==> src/rtl/ncl_pkg.sv <==
`timescale 1ns / 1ps
// ----------------------------------------------------------------------------
// ncl_pkg
// Shared types and constants of the near-plane triangle clipper.
// ----------------------------------------------------------------------------
package ncl_pkg;

    typedef struct packed {
        logic signed [31:0] x;
        logic signed [31:0] y;
        logic signed [31:0] z;
    } vtx_t;

    typedef struct packed {
        vtx_t p0;
        vtx_t p1;
        vtx_t p2;
    } tri_t;

    typedef enum logic [1:0] {
        MODE_DROP,
        MODE_PASS,
        MODE_FRONT,
        MODE_BACK
    } mode_t;

    // Per-item data that bypasses the interpolators.
    typedef struct packed {
        mode_t       mode;
        vtx_t        q0;
        vtx_t        q1;
        vtx_t        q2;
        logic [31:0] color;
    } side_t;

    // One coordinate of one edge cut: n + sign * floor(mag * num / den).
    typedef struct packed {
        logic signed [31:0] n;
        logic               neg;
        logic [32:0]        mag;
        logic [32:0]        num;
        logic [32:0]        den;
    } lerp_in_t;

    localparam int DIV_STEPS = 33;
    localparam int LERP_LAT  = DIV_STEPS + 3;
    localparam int NUM_CUTS  = 4;

    localparam logic       ADDR_NEAR_Z  = 1'b0;
    localparam logic [31:0] NEAR_Z_RESET = 32'h0001_0000;

endpackage

==> src/rtl/ncl_setup.sv <==
`timescale 1ns / 1ps
// ----------------------------------------------------------------------------
// ncl_setup
// Front stages: input capture, side classification and edge set-up.
// ----------------------------------------------------------------------------
module ncl_setup
(
    input  logic                         clk,
    input  logic                         rst_n,
    input  logic                         accept,
    input  ncl_pkg::vtx_t                v0,
    input  ncl_pkg::vtx_t                v1,
    input  ncl_pkg::vtx_t                v2,
    input  logic [31:0]                  color,
    input  logic signed [31:0]           near_z,
    output logic                         vld,
    output ncl_pkg::side_t               side,
    output ncl_pkg::lerp_in_t [3:0]      cut
);
    import ncl_pkg::*;

    function automatic lerp_in_t edge_prep(input vtx_t a, input vtx_t b,
                                           input logic signed [31:0] nz,
                                           input logic ysel);
        vtx_t               n;
        vtx_t               m;
        logic signed [31:0] nc;
        logic signed [31:0] mc;
        logic        [32:0] d;
        lerp_in_t           r;
        n    = (a.z < b.z) ? a : b;
        m    = (a.z < b.z) ? b : a;
        nc   = ysel ? n.y : n.x;
        mc   = ysel ? m.y : m.x;
        d    = {mc[31], mc} - {nc[31], nc};
        r.n   = nc;
        r.neg = d[32];
        r.mag = d[32] ? (33'd0 - d) : d;
        r.num = {nz[31], nz} - {n.z[31], n.z};
        r.den = {m.z[31], m.z} - {n.z[31], n.z};
        return r;
    endfunction

    // Stage 1: captured item
    logic        s1_vld_reg;
    vtx_t        s1_v_reg [3];
    logic [31:0] s1_color_reg;

    // Stage 2: classified item
    logic        s2_vld_reg;
    side_t       s2_side_reg;
    vtx_t        s2_fa_reg, s2_fb_reg, s2_sa_reg, s2_sb_reg;
    side_t       s2_side_next;
    vtx_t        s2_fa_next, s2_fb_next, s2_sa_next, s2_sb_next;

    // Stage 3: edge set-up
    logic        s3_vld_reg;
    side_t       s3_side_reg;
    lerp_in_t [3:0] s3_cut_reg;

    logic [2:0]  bk;
    vtx_t        base, o1, o2;
    logic        base_bk;

    always_ff @(posedge clk or negedge rst_n)
    begin
        if (!rst_n)
        begin
            s1_vld_reg <= 1'b0;
            s2_vld_reg <= 1'b0;
            s3_vld_reg <= 1'b0;
        end
        else
        begin
            s1_vld_reg <= accept;
            s2_vld_reg <= s1_vld_reg;
            s3_vld_reg <= s2_vld_reg;
        end
    end

    always_ff @(posedge clk)
    begin
        if (accept)
        begin
            s1_v_reg[0]  <= v0;
            s1_v_reg[1]  <= v1;
            s1_v_reg[2]  <= v2;
            s1_color_reg <= color;
        end
        s2_side_reg <= s2_side_next;
        s2_fa_reg   <= s2_fa_next;
        s2_fb_reg   <= s2_fb_next;
        s2_sa_reg   <= s2_sa_next;
        s2_sb_reg   <= s2_sb_next;
        s3_side_reg <= s2_side_reg;
        s3_cut_reg[0] <= edge_prep(s2_fa_reg, s2_fb_reg, near_z, 1'b0);
        s3_cut_reg[1] <= edge_prep(s2_fa_reg, s2_fb_reg, near_z, 1'b1);
        s3_cut_reg[2] <= edge_prep(s2_sa_reg, s2_sb_reg, near_z, 1'b0);
        s3_cut_reg[3] <= edge_prep(s2_sa_reg, s2_sb_reg, near_z, 1'b1);
    end

    always_comb
    begin
        bk[0] = (s1_v_reg[0].z <= near_z);
        bk[1] = (s1_v_reg[1].z <= near_z);
        bk[2] = (s1_v_reg[2].z <= near_z);
        // The lone vertex is the one whose side differs from the other two.
        if (bk[1] == bk[2])
        begin
            base = s1_v_reg[0]; o1 = s1_v_reg[1]; o2 = s1_v_reg[2];
            s2_fa_next = s1_v_reg[0]; s2_fb_next = s1_v_reg[1];
            s2_sa_next = s1_v_reg[0]; s2_sb_next = s1_v_reg[2];
            base_bk = bk[0];
        end
        else if (bk[0] == bk[2])
        begin
            base = s1_v_reg[1]; o1 = s1_v_reg[0]; o2 = s1_v_reg[2];
            s2_fa_next = s1_v_reg[0]; s2_fb_next = s1_v_reg[1];
            s2_sa_next = s1_v_reg[1]; s2_sb_next = s1_v_reg[2];
            base_bk = bk[1];
        end
        else
        begin
            base = s1_v_reg[2]; o1 = s1_v_reg[0]; o2 = s1_v_reg[1];
            s2_fa_next = s1_v_reg[0]; s2_fb_next = s1_v_reg[2];
            s2_sa_next = s1_v_reg[1]; s2_sb_next = s1_v_reg[2];
            base_bk = bk[2];
        end

        s2_side_next.color = s1_color_reg;
        s2_side_next.q0    = s1_v_reg[0];
        if (bk[0] && bk[1] && bk[2])
        begin
            s2_side_next.mode = MODE_DROP;
            s2_side_next.q1   = s1_v_reg[1];
            s2_side_next.q2   = s1_v_reg[2];
        end
        else if ((bk[0] == bk[1]) && (bk[1] == bk[2]))
        begin
            s2_side_next.mode = MODE_PASS;
            s2_side_next.q1   = s1_v_reg[1];
            s2_side_next.q2   = s1_v_reg[2];
        end
        else if (base_bk)
        begin
            s2_side_next.mode = MODE_BACK;
            s2_side_next.q1   = o1;
            s2_side_next.q2   = o2;
        end
        else
        begin
            s2_side_next.mode = MODE_FRONT;
            s2_side_next.q1   = base;
            s2_side_next.q2   = o2;
        end
    end

    assign vld  = s3_vld_reg;
    assign side = s3_side_reg;
    assign cut  = s3_cut_reg;

endmodule

==> config.mk <==
export PLATFORM = sky130hd
export DESIGN_NAME = ncl_setup
export DESIGN_NICKNAME = d
export VERILOG_FILES = /design/src/rtl/ncl_pkg.sv /design/src/rtl/ncl_setup.sv
export SDC_FILE = /design/constraint.sdc
export NUM_CORES = 2
export LEC_CHECK = 0
export BUFFER_PORTS_ARGS = -buffer_cell sky130_fd_sc_hd__buf_2
export CAP_MARGIN = 20
export CORE_AREA = 2 2 470 472
export DETAILED_ROUTE_END_ITERATION = 8
export DIE_AREA = 0 0 472 474
export PLACE_DENSITY = 0.53
export SKIP_CTS_REPAIR_TIMING = 1
export SLEW_MARGIN = 20
export SYNTH_ARGS = -nofsm -noshare
export SYNTH_HDL_FRONTEND = slang
export SYNTH_SLANG_ARGS = --single-unit
==> constraint.sdc <==
create_clock -name clk -period 8.3 [get_ports clk]
set_input_delay 0.415 -clock clk [delete_from_list [all_inputs] [get_ports clk]]
set_output_delay 0.415 -clock clk [all_outputs]
set_load 0.1 [all_outputs]
==> results.md <==
Setup path:
- The type of element capturing the critical path is a register.
- The worst register-to-register path begins at s2_fb_reg[23].
- The delay of the slowest critical-path stage is 0.52 ns.
- The largest driver fanout on the critical path is 8.
- The cell with the most instances on the worst path is sky130_fd_sc_hd__o21ai_0.
- The reg2reg setup slack is 0.41 ns.
- STA puts the critical path data arrival time at 8.67 ns.
- The startpoint kind of the worst setup timing path is a register.
- The path type of the worst setup path is register to register.
- The number of cells on the worst reg-to-reg path is 31.
- The gate family responsible for the most delay along the worst path is compound AO/OA/AOI/OAI gates.
- For the worst setup path, the data required time is 9.07 ns.
- The number of buffers and inverters on the critical path is 4.
- The end of the worst register-to-register path is cut[197].
- The largest individual stage delay along the critical path comes from the cell sky130_fd_sc_hd__a2111oi_4.

Floorplanning:
- The die is 474 um tall.
- The standard-cell row count is 172.
- The horizontal extent of the die is 472 um.
- The number of primary I/O pins is 1,206.
- The region available for standard cell placement spans 0.219 mm^2.
- The initial utilization of the core area, before any placement, comes to 31.6%.
- The floorplan step defined a die boundary enclosing 0.224 mm^2.

GRT:
- The number of antenna violations at the first check in global routing is 32.
- The number of global-route vias before repair is 52,700.
- The global-route wire length before repair is 375,000 um.
- The total routing resource utilization after global routing is 23.0%.
- Entering global routing, the biggest net connects 128 pins.
- The total congestion overflow after global routing is 0.

Min path:
- The path class of the tightest hold or removal check is input port to register.
- In this run the most critical hold path is launched from near_z[0].
- The path with the worst hold slack has its endpoint at cut[429].
- The count of cells along the worst hold path is 4.

STA:
- The final hold violation count is 0.
- The worst clock skew on the final layout is 0.0514 ns.
- The final critical-path share of the clock period is 95.1%.
- Static timing analysis puts the maximum clock frequency at 127 MHz.
- For the pin with the worst max-slew slack, the measured transition is 1.10 ns.
- The count of final max-slew check failures is 0.
- The minimum period implied by the final worst setup slack is 7.89 ns.
- The normalized max-slew margin is 26.1%.
- Adding up every negative setup slack in the final design gives 0 ns.
- The number of setup violations in the final report is 0.
- The worst path setup slack after routing is 0.406 ns.

Clock tree:
- TritonCTS built the clock tree.
- The tree is rooted in a sky130_fd_sc_hd__clkbuf_16.
- The total number of H-tree levels is 4.
- After clock tree synthesis, the clock-pin slew on the worst setup and hold paths is 0.07 ns.
- The clock passes through at most 3 buffers.
- The source-to-sink clock delay at the later pin of the worst-skew pair is 0.86 ns.
- The clock net in this run drives a total of 1,651 sinks.
- The number of clock buffers inserted by TritonCTS is 184.

Placed design:
- The placed instance count is 10,600.
- The post-DP HPWL is 207,000 um.
- The final RePlAce weighted congestion is 0.889.
- The number of port buffers is 1,205.
- Before CTS, the worst setup slack after placement is -0.0996 ns.
- The post-detailed-placement cell area is 0.0775 mm^2.

Synthesis:
- Summing the areas of all xor and xnor instances in the mapped netlist gives 4.73% of the synthesized area.
- Sequential cells were found to cover 52.5% of the synthesized design area.
- The flip-flop cell with the highest count after synthesis is sky130_fd_sc_hd__dfxtp_1.
- The synthesized netlist devotes 6.88% of its cell area to adder and majority cells.
- The mapped netlist covers 0.0691 mm^2.
- After synthesis, the share of flip-flops with an asynchronous set or reset is 0.182%.
- The combinational family with the most area after synthesis is simple AND/OR/NAND/NOR gates.
- The number of distinct library cell variants in the gate-level netlist after synthesis is 114.
- After synthesis the netlist holds a flip-flop and latch count of 1,651.
- The proportion of synthesized area in mux cells is 4.05%.
- The synthesized netlist devotes 13.8% of its cell area to simple gates.
- The number of enable flip-flop cells after synthesis is 320.
- The synthesized instance count is 6,835.
- The average instance in the mapped netlist occupies 10.1 um^2.
- The post-synthesis compound-gate area fraction is 13.6%.
- The count of warnings emitted by yosys is 0.
- The net count of the mapped netlist is 7,427.

Route:
- The detailed-route wire length is 271,000 um.
- The routed layout has 55,900 vias.
- The detail-routed via count per cell is 4.95.
- The final routed DRC violation total is 0.
- The first-pass iteration count of the detailed router is 8.
- The initial detailed-routing violation count is 4,247.
- The average routed wire per standard cell is 24.0 um.
- Once detail routing completed, the nets flagged for antenna violations numbered 0.

Final layout:
- The share of final-layout standard cells stronger than drive strength 1 is 22.4%.
- The final cell count without fillers is 11,300.
- The final net count is 8,840.
- The register with the most flip-flops in the layout has 396 of them.
- Once layout is done, the placed cells without fillers occupy 0.0873 mm^2.
- The synthesis-to-layout area growth is 26.4%.

Run:
- Across the run, the number of max-cap violations was 0.

Status:
- The flow ran to the end, and the final reports show no timing, DRC or antenna violations.
==> placed cells by master, fill, tap and decap left out, drive strengths merged, types with 124 or more instances in the layout <==
cell type    count
clkbuf         237
o21ai          369
a21oi          372
edfxtp         320
maj3           177
dfxtp         1328
mux2           198
buf           1271
nor2           455
nand2          819
xor2           124
inv            299
ha             235
nor2b          170
nand2b         154
xnor2          248
dlygate4sd3    333
==> synth_stat cells (all sizes together), types with 68 or more instances <==
cell    count  area [um^2]
edfxtp    320         9610
maj3      177         1770
nor2      455         1710
nand3      72          365
dfxtp    1328        26600
nor2b     170         1060
xor2      124         1090
mux2      198         2230
o21ai     369         1850
nor3       79          400
nand2b    154          963
xnor2     248         2180
inv       291         1090
ha        235         2940
buf       203         1320
a22o      102          893
nand2     819         3080
clkbuf    174          653
a21oi     372         1870
a22oi     106          810
a21o       68          510
==> per-layer routing <==
metal	share of wire (%)	track usage (%)	vias to the layer above
met5	0.013	0	-
li1	-	-	26700
met3	6.5	5.15	363
met4	3.8	8.86	6
met2	46	37.1	1861
met1	44	29.9	27000
==> worst max path at each step <==
| stage | slack (ns) | start | depth (start not counted) | endpoint |
|---|---|---|---|---|
| after detailed placement | -0.1 | s2_fb_reg[11] | 30 | cut[197] |
| after global placement | 0.07 | s2_fb_reg[11] | 30 | cut[197] |
| final | 0.41 | s2_fb_reg[23] | 31 | cut[197] |
| after CTS | -0.17 | s2_fb_reg[11] | 30 | cut[197] |
| after global routing | -0.04 | s2_fb_reg[11] | 31 | cut[197] |
| after floorplan | 0.10 | s2_fb_reg[23] | 41 | cut[197] |
==> tightest hold or removal path, stage by stage <==
cell and delay [ns]:
sky130_fd_sc_hd__buf_2 0.14, sky130_fd_sc_hd__inv_1 0.10, sky130_fd_sc_hd__ha_1 0.14, sky130_fd_sc_hd__inv_1 0.03
==> area by class of cell <==
class,instances,area (um^2)
Timing Repair Buffer,1604,9940
Inverter,292,1100
Tap cell,2871,3590
Clock inverter,111,1410
Clock buffer,237,4980
Fill cell,21400,131000
Multi-Input combinational cell,4515,30000
Sequential cell,1651,36300
Antenna cell,15,37.5
==> cell families after synthesis <==
family | after synthesis
xor+xnor | 372
mux | 255
flops | 1651
fa+ha+maj | 414
simple gates | 2041
buf+inv | 669
compound gates | 1433
==> through the flow <==
step / hold WS, ns / utilization, %
global route: 0.00510 / 39.9
global placement: 0.213 / 35.5
floorplan: 0.119 / -
finish: 0.0201 / 39.9
detailed placement: 0.216 / 35.5
CTS: -0.730 / 38.4
Power is not shown: default switching activity piles up to over one toggle a cycle in this logic, so the estimate is an artifact.
