**src/rtl/ncl_pkg.sv**
```systemverilog
`timescale 1ns / 1ps
// ----------------------------------------------------------------------------
// ncl_pkg
// Shared types and constants of the near-plane triangle clipper.
// ----------------------------------------------------------------------------
package ncl_pkg;

    typedef struct packed {
        logic signed [31:0] x;
        logic signed [31:0] y;
        logic signed [31:0] z;
    } vtx_t;

    typedef struct packed {
        vtx_t p0;
        vtx_t p1;
        vtx_t p2;
    } tri_t;

    typedef enum logic [1:0] {
        MODE_DROP,
        MODE_PASS,
        MODE_FRONT,
        MODE_BACK
    } mode_t;

    // Per-item data that bypasses the interpolators.
    typedef struct packed {
        mode_t       mode;
        vtx_t        q0;
        vtx_t        q1;
        vtx_t        q2;
        logic [31:0] color;
    } side_t;

    // One coordinate of one edge cut: n + sign * floor(mag * num / den).
    typedef struct packed {
        logic signed [31:0] n;
        logic               neg;
        logic [32:0]        mag;
        logic [32:0]        num;
        logic [32:0]        den;
    } lerp_in_t;

    localparam int DIV_STEPS = 33;
    localparam int LERP_LAT  = DIV_STEPS + 3;
    localparam int NUM_CUTS  = 4;

    localparam logic       ADDR_NEAR_Z  = 1'b0;
    localparam logic [31:0] NEAR_Z_RESET = 32'h0001_0000;

endpackage

```
**src/rtl/ncl_emit.sv**
```systemverilog
`timescale 1ns / 1ps
// ----------------------------------------------------------------------------
// ncl_emit
// Output stage: assembles up to two triangles per item and strobes them.
// ----------------------------------------------------------------------------
module ncl_emit
(
    input  logic                  clk,
    input  logic                  rst_n,
    input  logic                  vld,
    input  ncl_pkg::side_t        side,
    input  logic signed [31:0]    fx,
    input  logic signed [31:0]    fy,
    input  logic signed [31:0]    sx,
    input  logic signed [31:0]    sy,
    input  logic signed [31:0]    near_z,
    output logic                  done,
    output ncl_pkg::tri_t         tri_out,
    output logic [31:0]           color,
    output logic                  last
);
    import ncl_pkg::*;

    logic        done_reg, done_next;
    logic        last_reg, last_next;
    logic        pend_reg, pend_next;
    tri_t        tri_reg, tri_next;
    tri_t        ptri_reg, ptri_next;
    logic [31:0] color_reg, color_next;
    logic [31:0] pcolor_reg, pcolor_next;
    vtx_t        fv, sv;

    always_ff @(posedge clk or negedge rst_n)
    begin
        if (!rst_n)
        begin
            done_reg <= 1'b0;
            pend_reg <= 1'b0;
        end
        else
        begin
            done_reg <= done_next;
            pend_reg <= pend_next;
        end
    end

    always_ff @(posedge clk)
    begin
        tri_reg    <= tri_next;
        ptri_reg   <= ptri_next;
        color_reg  <= color_next;
        pcolor_reg <= pcolor_next;
        last_reg   <= last_next;
    end

    always_comb
    begin
        fv = '{x: fx, y: fy, z: near_z};
        sv = '{x: sx, y: sy, z: near_z};
        done_next   = 1'b0;
        last_next   = 1'b1;
        pend_next   = 1'b0;
        tri_next    = tri_reg;
        color_next  = color_reg;
        ptri_next   = ptri_reg;
        pcolor_next = pcolor_reg;
        // The busy flag at the input keeps accepted items apart, so a pending second
        // triangle never meets a new item.
        if (vld)
        begin
            color_next = side.color;
            case (side.mode)
                MODE_PASS:
                begin
                    done_next = 1'b1;
                    tri_next  = '{p0: side.q0, p1: side.q1, p2: side.q2};
                end
                MODE_FRONT:
                begin
                    done_next = 1'b1;
                    tri_next  = '{p0: fv, p1: side.q1, p2: sv};
                end
                MODE_BACK:
                begin
                    done_next   = 1'b1;
                    last_next   = 1'b0;
                    pend_next   = 1'b1;
                    tri_next    = '{p0: fv, p1: side.q1, p2: side.q2};
                    ptri_next   = '{p0: sv, p1: side.q2, p2: fv};
                    pcolor_next = side.color;
                end
                default:
                begin
                    done_next = 1'b0;
                end
            endcase
        end
        else if (pend_reg)
        begin
            done_next  = 1'b1;
            tri_next   = ptri_reg;
            color_next = pcolor_reg;
        end
    end

    assign done    = done_reg;
    assign tri_out = tri_reg;
    assign color   = color_reg;
    assign last    = last_reg;

endmodule

```
**config.mk**
```make
export PLATFORM = sky130hd
export DESIGN_NAME = ncl_emit
export DESIGN_NICKNAME = d
export VERILOG_FILES = /design/src/rtl/ncl_pkg.sv /design/src/rtl/ncl_emit.sv
export SDC_FILE = /design/constraint.sdc
export NUM_CORES = 1
export LEC_CHECK = 0
export ABC_AREA = 1
export BUFFER_PORTS_ARGS = -buffer_cell sky130_fd_sc_hd__buf_2
export CELL_PAD_IN_SITES_DETAIL_PLACEMENT = 1
export CELL_PAD_IN_SITES_GLOBAL_PLACEMENT = 2
export CORE_AREA = 2 2 316 318
export CTS_CLUSTER_DIAMETER = 30
export DETAILED_ROUTE_END_ITERATION = 12
export DIE_AREA = 0 0 318 320
export PLACE_DENSITY_LB_ADDON = 0.1
export SYNTH_ARGS = -nofsm -noshare
export SYNTH_HDL_FRONTEND = slang
export SYNTH_SLANG_ARGS = --single-unit
```
**constraint.sdc**
```tcl
create_clock -name clk -period 48.8 [get_ports clk]
set_clock_uncertainty 0.2 [all_clocks]
set_input_delay 2.44 -clock clk [delete_from_list [all_inputs] [get_ports clk]]
set_output_delay 2.44 -clock clk [all_outputs]
set_load 0.02 [all_outputs]
```
==> impl_metrics.env, run 1 <==
export IMPL_synth_cell_area_um2=24700
export IMPL_dieArea_um2=102000
export IMPL_vias=19800
export IMPL_drt_total_wl_mm=102
export IMPL_cts_buffers=176
export IMPL_grt_max_degree=156
export IMPL_yosysTopAreaCellShare=0.739
export IMPL_synth_cells=2148
export IMPL_yosys_mux_area_fraction=0
export IMPL_worst_pin_slew_ps=1330
export IMPL_syn_to_final_growth_pct=45.2
export IMPL_root_buffer="clkbuf_16"
export IMPL_drc=0
export IMPL_wl_per_cell_um=22.8
export IMPL_yosys_top_cells_area="edfxtp_1 74%, nand2_1 11%, nand3_1 3.9%"
export IMPL_hold_violations=0
export IMPL_hp_class="register to register"
export IMPL_port_buffers=806
export IMPL_setup_viol=0
export IMPL_slew_headroom=0.116
export IMPL_p_leak_nw=15.9
export IMPL_cts_tree="done"
export IMPL_chipHeight_um=320
export IMPL_met1Wirelength_mm=38.8
export IMPL_crit_path_max_fanout=70
export IMPL_synth_simple_area_share=0.166
export IMPL_synth_fa_ha_area_frac=0
export IMPL_clockBufferDepth=3
export IMPL_row_count=115
export IMPL_postLayoutCoreUtil=0.366
export IMPL_cts_resized=0
export IMPL_grt_setup_unrepaired="no"
export IMPL_place_hpwl_mm=68.3
export IMPL_async_flop_share=0.00327
export IMPL_final_max_slew_viol_count=0
export IMPL_yosys_warnings=0
export IMPL_status="finished clean"
export IMPL_post_route_period_util=0.117
export IMPL_layout_drive_gt1_share=0.340
export IMPL_slowest_stage="buf_4"
export IMPL_place_ws_ps=42240
export IMPL_peakVddDrop_mv=0.0255
export IMPL_gp_congestion=0.796
export IMPL_route_met3_wl_mm=9.39
export IMPL_dr_wl_met2_mm=51.2
export IMPL_worstSetupStartpointType="input port"
export IMPL_viasPerCell=4.41
export IMPL_grt_pass1_vias=21400
export IMPL_synth_xor_area_share=0
export IMPL_crit_path_max_incr_delay_ps=920
export IMPL_start_util=0.252
export IMPL_boundaryPins=807
export IMPL_critPathKind="input port to register"
export IMPL_highest_layer="met5"
export IMPL_crit_chain="buf_8 > o21ai_0 > o21ai_4 > buf_4 > buf_4 > buf_4"
export IMPL_syn_avg_cell_area_um2=11.5
export IMPL_yosys_most_used_dff="edfxtp_1"
export IMPL_cap_violations=0
export IMPL_fin_crit_ps=5730
export IMPL_drtIter0Drc=1066
export IMPL_nets=3517
export IMPL_die_w_um=318
export IMPL_postCtsHoldBufs=0
export IMPL_synth_most_common_cell="nand2_1"
export IMPL_crit_arrival_ps=5870
export IMPL_gr_total_overflow=0
export IMPL_cts_max_level=4
export IMPL_path_common_cell="buf_4"
export IMPL_cp_required_ps=48950
export IMPL_largest_reg_flops=288
export IMPL_finalPower_w=0.00189
export IMPL_final_seq_area_um2=18300
export IMPL_synth_edf_count=608
export IMPL_power_density_nw_per_um2=52.8
export IMPL_grt_pass1_wl_mm=146
export IMPL_synth_top_family_by_area="simple AND/OR/NAND/NOR gates"
export IMPL_ys_types=16
export IMPL_coreArea_um2=98000
export IMPL_synth_area_leader_cell="edfxtp_1"
export IMPL_synth_nets=2633
export IMPL_crit_path_end_kind="register"
export IMPL_yosys_top_cells_count="737 x nand2_1, 608 x edfxtp_1, 194 x inv_1"
export IMPL_synth_seq_area_share=0.742
export IMPL_final_setup_worst_slack_ps=43070
export IMPL_synth_compound_area_frac=0.0395
export IMPL_max_freq_mhz=175
export IMPL_num_fill_cells=10900
export IMPL_final_setup_tns_ps=0
export IMPL_grtUsageTotal=0.197
export IMPL_insertion_delay_ps=740
export IMPL_multi_input_area_um2=5090
export IMPL_post_cts_setup_buffers=0
export IMPL_ant_nets=0
export IMPL_clk_pin_slew_ps=40
export IMPL_ys_seq_elements=611
export IMPL_antenna_found_initial=63
export IMPL_firstDrtPassIters=4
export IMPL_clock_sink_count=611
-- layer usage --
layer,vias to the layer above,global-route usage
met2,747,0.337
li1,9107,-
met1,9645,0.215
met3,203,0.0857
met4,50,0.0753
met5,-,0
-- kinds of logic after synthesis --
logic type      Yosys count
simple gates           1027
flops                   611
compound gates          195
buf+inv                 315
-- power by group --
part           internal (W)  leakage (nW)  switching, W  total [W]
Combinational     0.0000441          7.27      0.000106   0.000150
Clock              0.000774          2.82      0.000339    0.00111
Sequential         0.000623          5.80    0.00000998   0.000633
-- per-stage QoR --
step,hold slack [ps],instances,instance area (µm²)
after floorplan,287,2148,24700
after global placement,294,4141,30000
after detailed placement,299,4141,30000
after CTS,310,4459,35800
after global routing,325,4472,35800
final,306,4480,35900
-- area by class of cell --
class,count,share of cell area
timing repair buffer,824,0.118
tap,1287,0.0449
clock buffer,217,0.128
sequential,611,0.511
antenna,21,0.00147
clock inverter,101,0.0341
multi-input combinational,1222,0.142
inverter,197,0.0212
-- cells in the final DEF, fill, tap and decap left out, types with 22 or more instances in the layout --
cell type  synthesis  final
buf_2             45    804
bufinv_16          0     22
clkbuf_1          50     40
clkbuf_16          0    177
clkinv_1           0     29
clkinv_2           0     31
edfxtp_1         608    608
inv_1            194    193
nand2_1          737    737
nand3_1          193    193
nor2_1            96     96
o21ai_0          163    162
o21ai_1           32     32
-- worst max-delay path: cells and delay by family --
family	cells	cell delay, ps
buf+inv	4	2790
compound gates	2	410
-- final timing paths --
kind                                     from      endpoint  slack [ps]  cells after the start
max in group asynchronous               rst_n          done       46960                      1
worst min-delay path            ptri_reg[160]  tri_out[160]         310                      2
worst min register to register  ptri_reg[160]  tri_out[160]         310                      2
worst max-delay path                      vld   tri_out[98]       43070                      6
min in group asynchronous               rst_n      pend_reg        1310                      1
worst max register to register       pend_reg   tri_out[98]       45020                      5
(Power assumes the default switching activity.)
==> run 2: changes to the inputs <==
==> constraint.sdc (replaced) <==
create_clock -name clk -period 5.4 [get_ports clk]
set_clock_uncertainty 0.2 [all_clocks]
set_input_delay 0.27 -clock clk [delete_from_list [all_inputs] [get_ports clk]]
set_output_delay 0.27 -clock clk [all_outputs]
set_load 0.02 [all_outputs]
==> impl_metrics.env, run 2 (same netlist as run 1, synthesis figures left out) <==
export IMPL_clock_sink_count=611
export IMPL_post_cts_setup_buffers=0
export IMPL_chipHeight_um=320
export IMPL_crit_path_max_incr_delay_ps=810
export IMPL_syn_to_final_growth_pct=64.4
export IMPL_clockBufferDepth=3
export IMPL_cts_tree="done"
export IMPL_final_setup_tns_ps=0
export IMPL_grt_pass1_vias=23800
export IMPL_power_density_nw_per_um2=415
export IMPL_reg2reg_slack_ps=3150
export IMPL_wl_per_cell_um=21.4
export IMPL_vias=21600
export IMPL_worst_pin_slew_ps=1130
export IMPL_grt_pass1_wl_mm=156
export IMPL_nets=4022
export IMPL_slowest_stage="nand2_4"
export IMPL_drtIter0Drc=1151
export IMPL_timing_hold_ws_ps=77.7
export IMPL_cap_violations=0
export IMPL_drc=0
export IMPL_dpl_cell_count=4152
export IMPL_worstSetupStartpointType="input port"
export IMPL_layout_drive_gt1_share=0.293
export IMPL_final_common_cell="buf_2"
export IMPL_antenna_found_initial=20
export IMPL_post_route_period_util=0.519
export IMPL_viasPerCell=4.35
export IMPL_place_hpwl_mm=71.0
export IMPL_insertion_delay_ps=740
export IMPL_boundaryPins=807
export IMPL_final_setup_worst_slack_ps=2600
export IMPL_row_count=115
export IMPL_crit_path_end_kind="register"
export IMPL_dpl_cell_area_um2=30100
export IMPL_final_cells=4977
export IMPL_path_common_cell="nand2_1"
export IMPL_crit_chain="dlygate4sd3_1 > buf_2 > inv_4 > nand2_4 > buf_4 > nand2_1 > nand3_1 > nand2_1"
export IMPL_grt_max_degree=146
export IMPL_place_ws_ps=2300
export IMPL_grtUsageMet3=0.0688
export IMPL_coreArea_um2=98000
export IMPL_top_usage_layer="met2"
export IMPL_p_leak_nw=17.8
export IMPL_use_met1=0.239
export IMPL_largest_reg_flops=288
export IMPL_final_cell_mix="804 x buf_2, 737 x nand2_1, 608 x edfxtp_1, 501 x dlygate4sd3_1"
export IMPL_crit_path_max_fanout=70
export IMPL_max_freq_mhz=357
export IMPL_gp_congestion=0.787
export IMPL_die_w_um=318
export IMPL_status="finished clean"
export IMPL_ant_nets=0
export IMPL_peakVddDrop_mv=0.223
export IMPL_gr_total_overflow=0
export IMPL_clk_pin_slew_ps=50
export IMPL_root_buffer="clkbuf_16"
export IMPL_port_buffers=806
export IMPL_slew_headroom=0.248
export IMPL_grt_setup_unrepaired="no"
export IMPL_firstDrtPassIters=5
export IMPL_grtUsageTotal=0.207
export IMPL_hp_class="input port to register"
export IMPL_setup_viol=0
export IMPL_finalInstanceArea_um2=40600
export IMPL_cts_max_level=4
export IMPL_start_util=0.252
export IMPL_crit_arrival_ps=3170
export IMPL_gr_usage_met2=0.358
export IMPL_fin_crit_ps=2800
export IMPL_hold_violations=0
export IMPL_postCtsHoldBufs=501
export IMPL_critPathKind="input port to register"
export IMPL_cp_required_ps=5770
export IMPL_drt_total_wl_mm=107
export IMPL_cts_buffers=169
export IMPL_final_max_slew_viol_count=0
export IMPL_num_fill_cells=10800
export IMPL_dieArea_um2=102000
export IMPL_cts_resized=0
## run 2: cell types whose count changed in the layout (fill, tap and decap cells not counted), sizes merged
cell / change
inv: +2
diode: -6
buf: +11
clkinvlp: +4
dlygate4sd3: +501
bufinv: -8
clkbuf: -11
clkinv: +4
## run 2: path summary, 6_finish.rpt
kind | startpoint | depth (start not counted) | end
max in group asynchronous | rst_n | 3 | done
hold reg to reg | pcolor_reg[4] | 2 | color[4]
setup reg to reg | pend_reg | 3 | tri_out[42]
hold / removal | side[62] | 2 | ptri_reg[126]
min in group asynchronous | rst_n | 3 | pend_reg
setup / recovery | side[320] | 8 | tri_out[26]
## run 2: power by group
| part | switching (W) | leakage, nW | internal, W | total, W |
|---|---|---|---|---|
| registers | 0.0000976 | 5.80 | 0.00563 | 0.00572 |
| clock network | 0.00300 | 2.63 | 0.00646 | 0.00946 |
| logic | 0.00104 | 9.42 | 0.000647 | 0.00169 |
| total | 0.00414 | 17.8 | 0.0127 | 0.0169 |
## run 2: area by class of cell
cell class / instances / area, µm² / share of cell area
Tap cell: 1287 / 1610 / 0.0397
Antenna cell: 15 / 37.5 / 0.000924
Sequential cell: 611 / 18300 / 0.451
Clock buffer: 206 / 4450 / 0.110
Multi-Input combinational cell: 1222 / 5090 / 0.125
Clock inverter: 103 / 978 / 0.0241
Inverter: 197 / 756 / 0.0186
Timing Repair Buffer: 1336 / 9360 / 0.230
## run 2: per-stage QoR
| step | total power [W] | util |
|---|---|---|
| 4_1_cts | 0.0171 | 0.414 |
| 3_5_place_dp | 0.00721 | 0.307 |
| 2_1_floorplan | 0.00650 | - |
| 6_report | 0.0169 | 0.414 |
| 5_1_grt | 0.0175 | 0.414 |
| 3_3_place_gp | 0.00719 | 0.307 |
## run 2: critical path, delay by kind of cell
family / cells / cell delay, ps
buffers and inverters: 4 / 1770
and+or+nand+nor: 4 / 1090
## run 2: per-layer routing
metal	share of wire	up-vias
met5	0.00090	-
met1	0.40	10600
met3	0.073	166
li1	-	10100
met4	0.026	14
met2	0.50	790
==> run 3: changes to the inputs <==
==> constraint.sdc (replaced) <==
create_clock -name clk -period 2.6 [get_ports clk]
set_clock_uncertainty 0.2 [all_clocks]
set_input_delay 0.13 -clock clk [delete_from_list [all_inputs] [get_ports clk]]
set_output_delay 0.13 -clock clk [all_outputs]
set_load 0.02 [all_outputs]
==> impl_metrics.env, run 3 (same netlist as run 1, synthesis figures left out) <==
export IMPL_vias=23600
export IMPL_cts_tree="done"
export IMPL_slew_headroom=0.355
export IMPL_coreArea_um2=98000
export IMPL_grt_pass1_vias=26500
export IMPL_root_buffer="clkbuf_16"
export IMPL_ant_nets=0
export IMPL_gr_total_overflow=0
export IMPL_drtIter0Drc=1277
export IMPL_post_cts_setup_buffers=0
export IMPL_setup_viol=0
export IMPL_drt_total_wl_mm=116
export IMPL_crit_arrival_ps=2230
export IMPL_layout_drive_gt1_share=0.274
export IMPL_drc=0
export IMPL_die_w_um=318
export IMPL_largest_reg_flops=288
export IMPL_power_density_nw_per_um2=820
export IMPL_cts_max_level=4
export IMPL_clock_sink_count=611
export IMPL_timing_hold_ws_ps=43.1
export IMPL_syn_to_final_growth_pct=82.3
export IMPL_grt_pass1_wl_mm=170
export IMPL_start_util=0.252
export IMPL_final_cell_mix="878 x dlygate4sd3_1, 804 x buf_2, 737 x nand2_1, 608 x edfxtp_1"
export IMPL_postLayoutCoreUtil=0.460
export IMPL_cts_resized=0
export IMPL_fin_crit_ps=2070
export IMPL_place_ws_ps=533
export IMPL_crit_path_max_fanout=67
export IMPL_insertion_delay_ps=740
export IMPL_peakVddDrop_mv=0.499
export IMPL_post_route_period_util=0.797
export IMPL_grt_max_degree=125
export IMPL_final_common_cell="dlygate4sd3_1"
export IMPL_wl_per_cell_um=21.5
export IMPL_cts_buffers=172
export IMPL_chipHeight_um=320
export IMPL_antenna_found_initial=20
export IMPL_cp_required_ps=2760
export IMPL_dieArea_um2=102000
export IMPL_cap_violations=0
export IMPL_max_freq_mhz=482
export IMPL_grt_setup_unrepaired="no"
export IMPL_final_setup_worst_slack_ps=527
export IMPL_worst_pin_slew_ps=967
export IMPL_row_count=115
export IMPL_status="finished clean"
export IMPL_critPathKind="register to register"
export IMPL_boundaryPins=807
export IMPL_final_max_slew_viol_count=0
export IMPL_clockBufferDepth=3
export IMPL_hold_violations=0
export IMPL_p_leak_nw=19.7
export IMPL_hp_class="input port to register"
export IMPL_grtUsageTotal=0.225
export IMPL_place_hpwl_mm=73.5
export IMPL_worstSetupStartpointType="register"
export IMPL_clk_pin_slew_ps=40
export IMPL_nets=4415
export IMPL_crit_path_end_kind="register"
export IMPL_port_buffers=806
export IMPL_viasPerCell=4.39
export IMPL_firstDrtPassIters=5
export IMPL_gp_congestion=0.792
[run 3: cell types whose count changed in the layout (fill, tap and decap cells not counted), sizes merged]
cell / change
clkinvlp: +5
dlygate4sd3: +377
inv: -1
diode: -1
bufinv: +9
buf: +13
clkbuf: -7
clkinv: +1
[run 3: where the power goes]
| part | leakage (nW) | switching, W | internal (W) |
|---|---|---|---|
| combinational | 11.1 | 0.00227 | 0.00176 |
| clock | 2.80 | 0.00642 | 0.0145 |
| sequential | 5.80 | 0.000265 | 0.0117 |
| total | 19.7 | 0.00896 | 0.0280 |
[run 3: through the flow]
step	cell area (µm²)	power (W)	cells	TNS [ps]
after global placement	30400	0.0150	4165	0
after global routing	45000	0.0382	5370	0
after detailed placement	30400	0.0151	4165	0
after CTS	45000	0.0373	5359	0
final	45000	0.0369	5373	0
after floorplan	24700	0.0135	2148	-1764670
[run 3: critical path, stage by stage (launching register included)]
cell     delay (ps)
dfrtp_1         330
inv_1            80
o21ai_4         540
buf_12          380
[run 3: path summary, 6_finish.rpt]
kind                                from            to  slack (ps)  depth (start not counted)
setup / recovery                pend_reg  tri_out[234]         530                          3
hold / removal                 side[141]  tri_out[109]          40                          4
setup reg to reg                pend_reg  tri_out[234]         530                          3
hold reg to reg            ptri_reg[108]  tri_out[108]         300                          2
max in group asynchronous          rst_n          done        1910                          3
min in group asynchronous          rst_n      pend_reg         120                          3
[run 3: final cells by class]
class | instances | area (µm²)
clock inverter | 117 | 1280
antenna | 14 | 35.0
tap | 1287 | 1610
clock buffer | 199 | 4490
fill | 10700 | 53000
timing repair buffer | 1726 | 13400
inverter | 197 | 756
sequential | 611 | 18300
multi-input combinational | 1222 | 5090
[run 3: repair_timing]
| item | 4_1_cts | 5_1_grt |
|---|---|---|
| hold endpoints to repair | 625 | 0 |
| hold buffers | 878 | 0 |
| endpoints found under the setup margin | 0 | 0 |
[run 3: routing by layer]
metal  part of all wire  global-route usage  up-vias
met5             0.0010                   0        -
met4              0.033              0.0904       16
met3              0.064              0.0628      206
met2               0.50               0.390      872
met1               0.40               0.262    11600
li1                   -                   -    10900
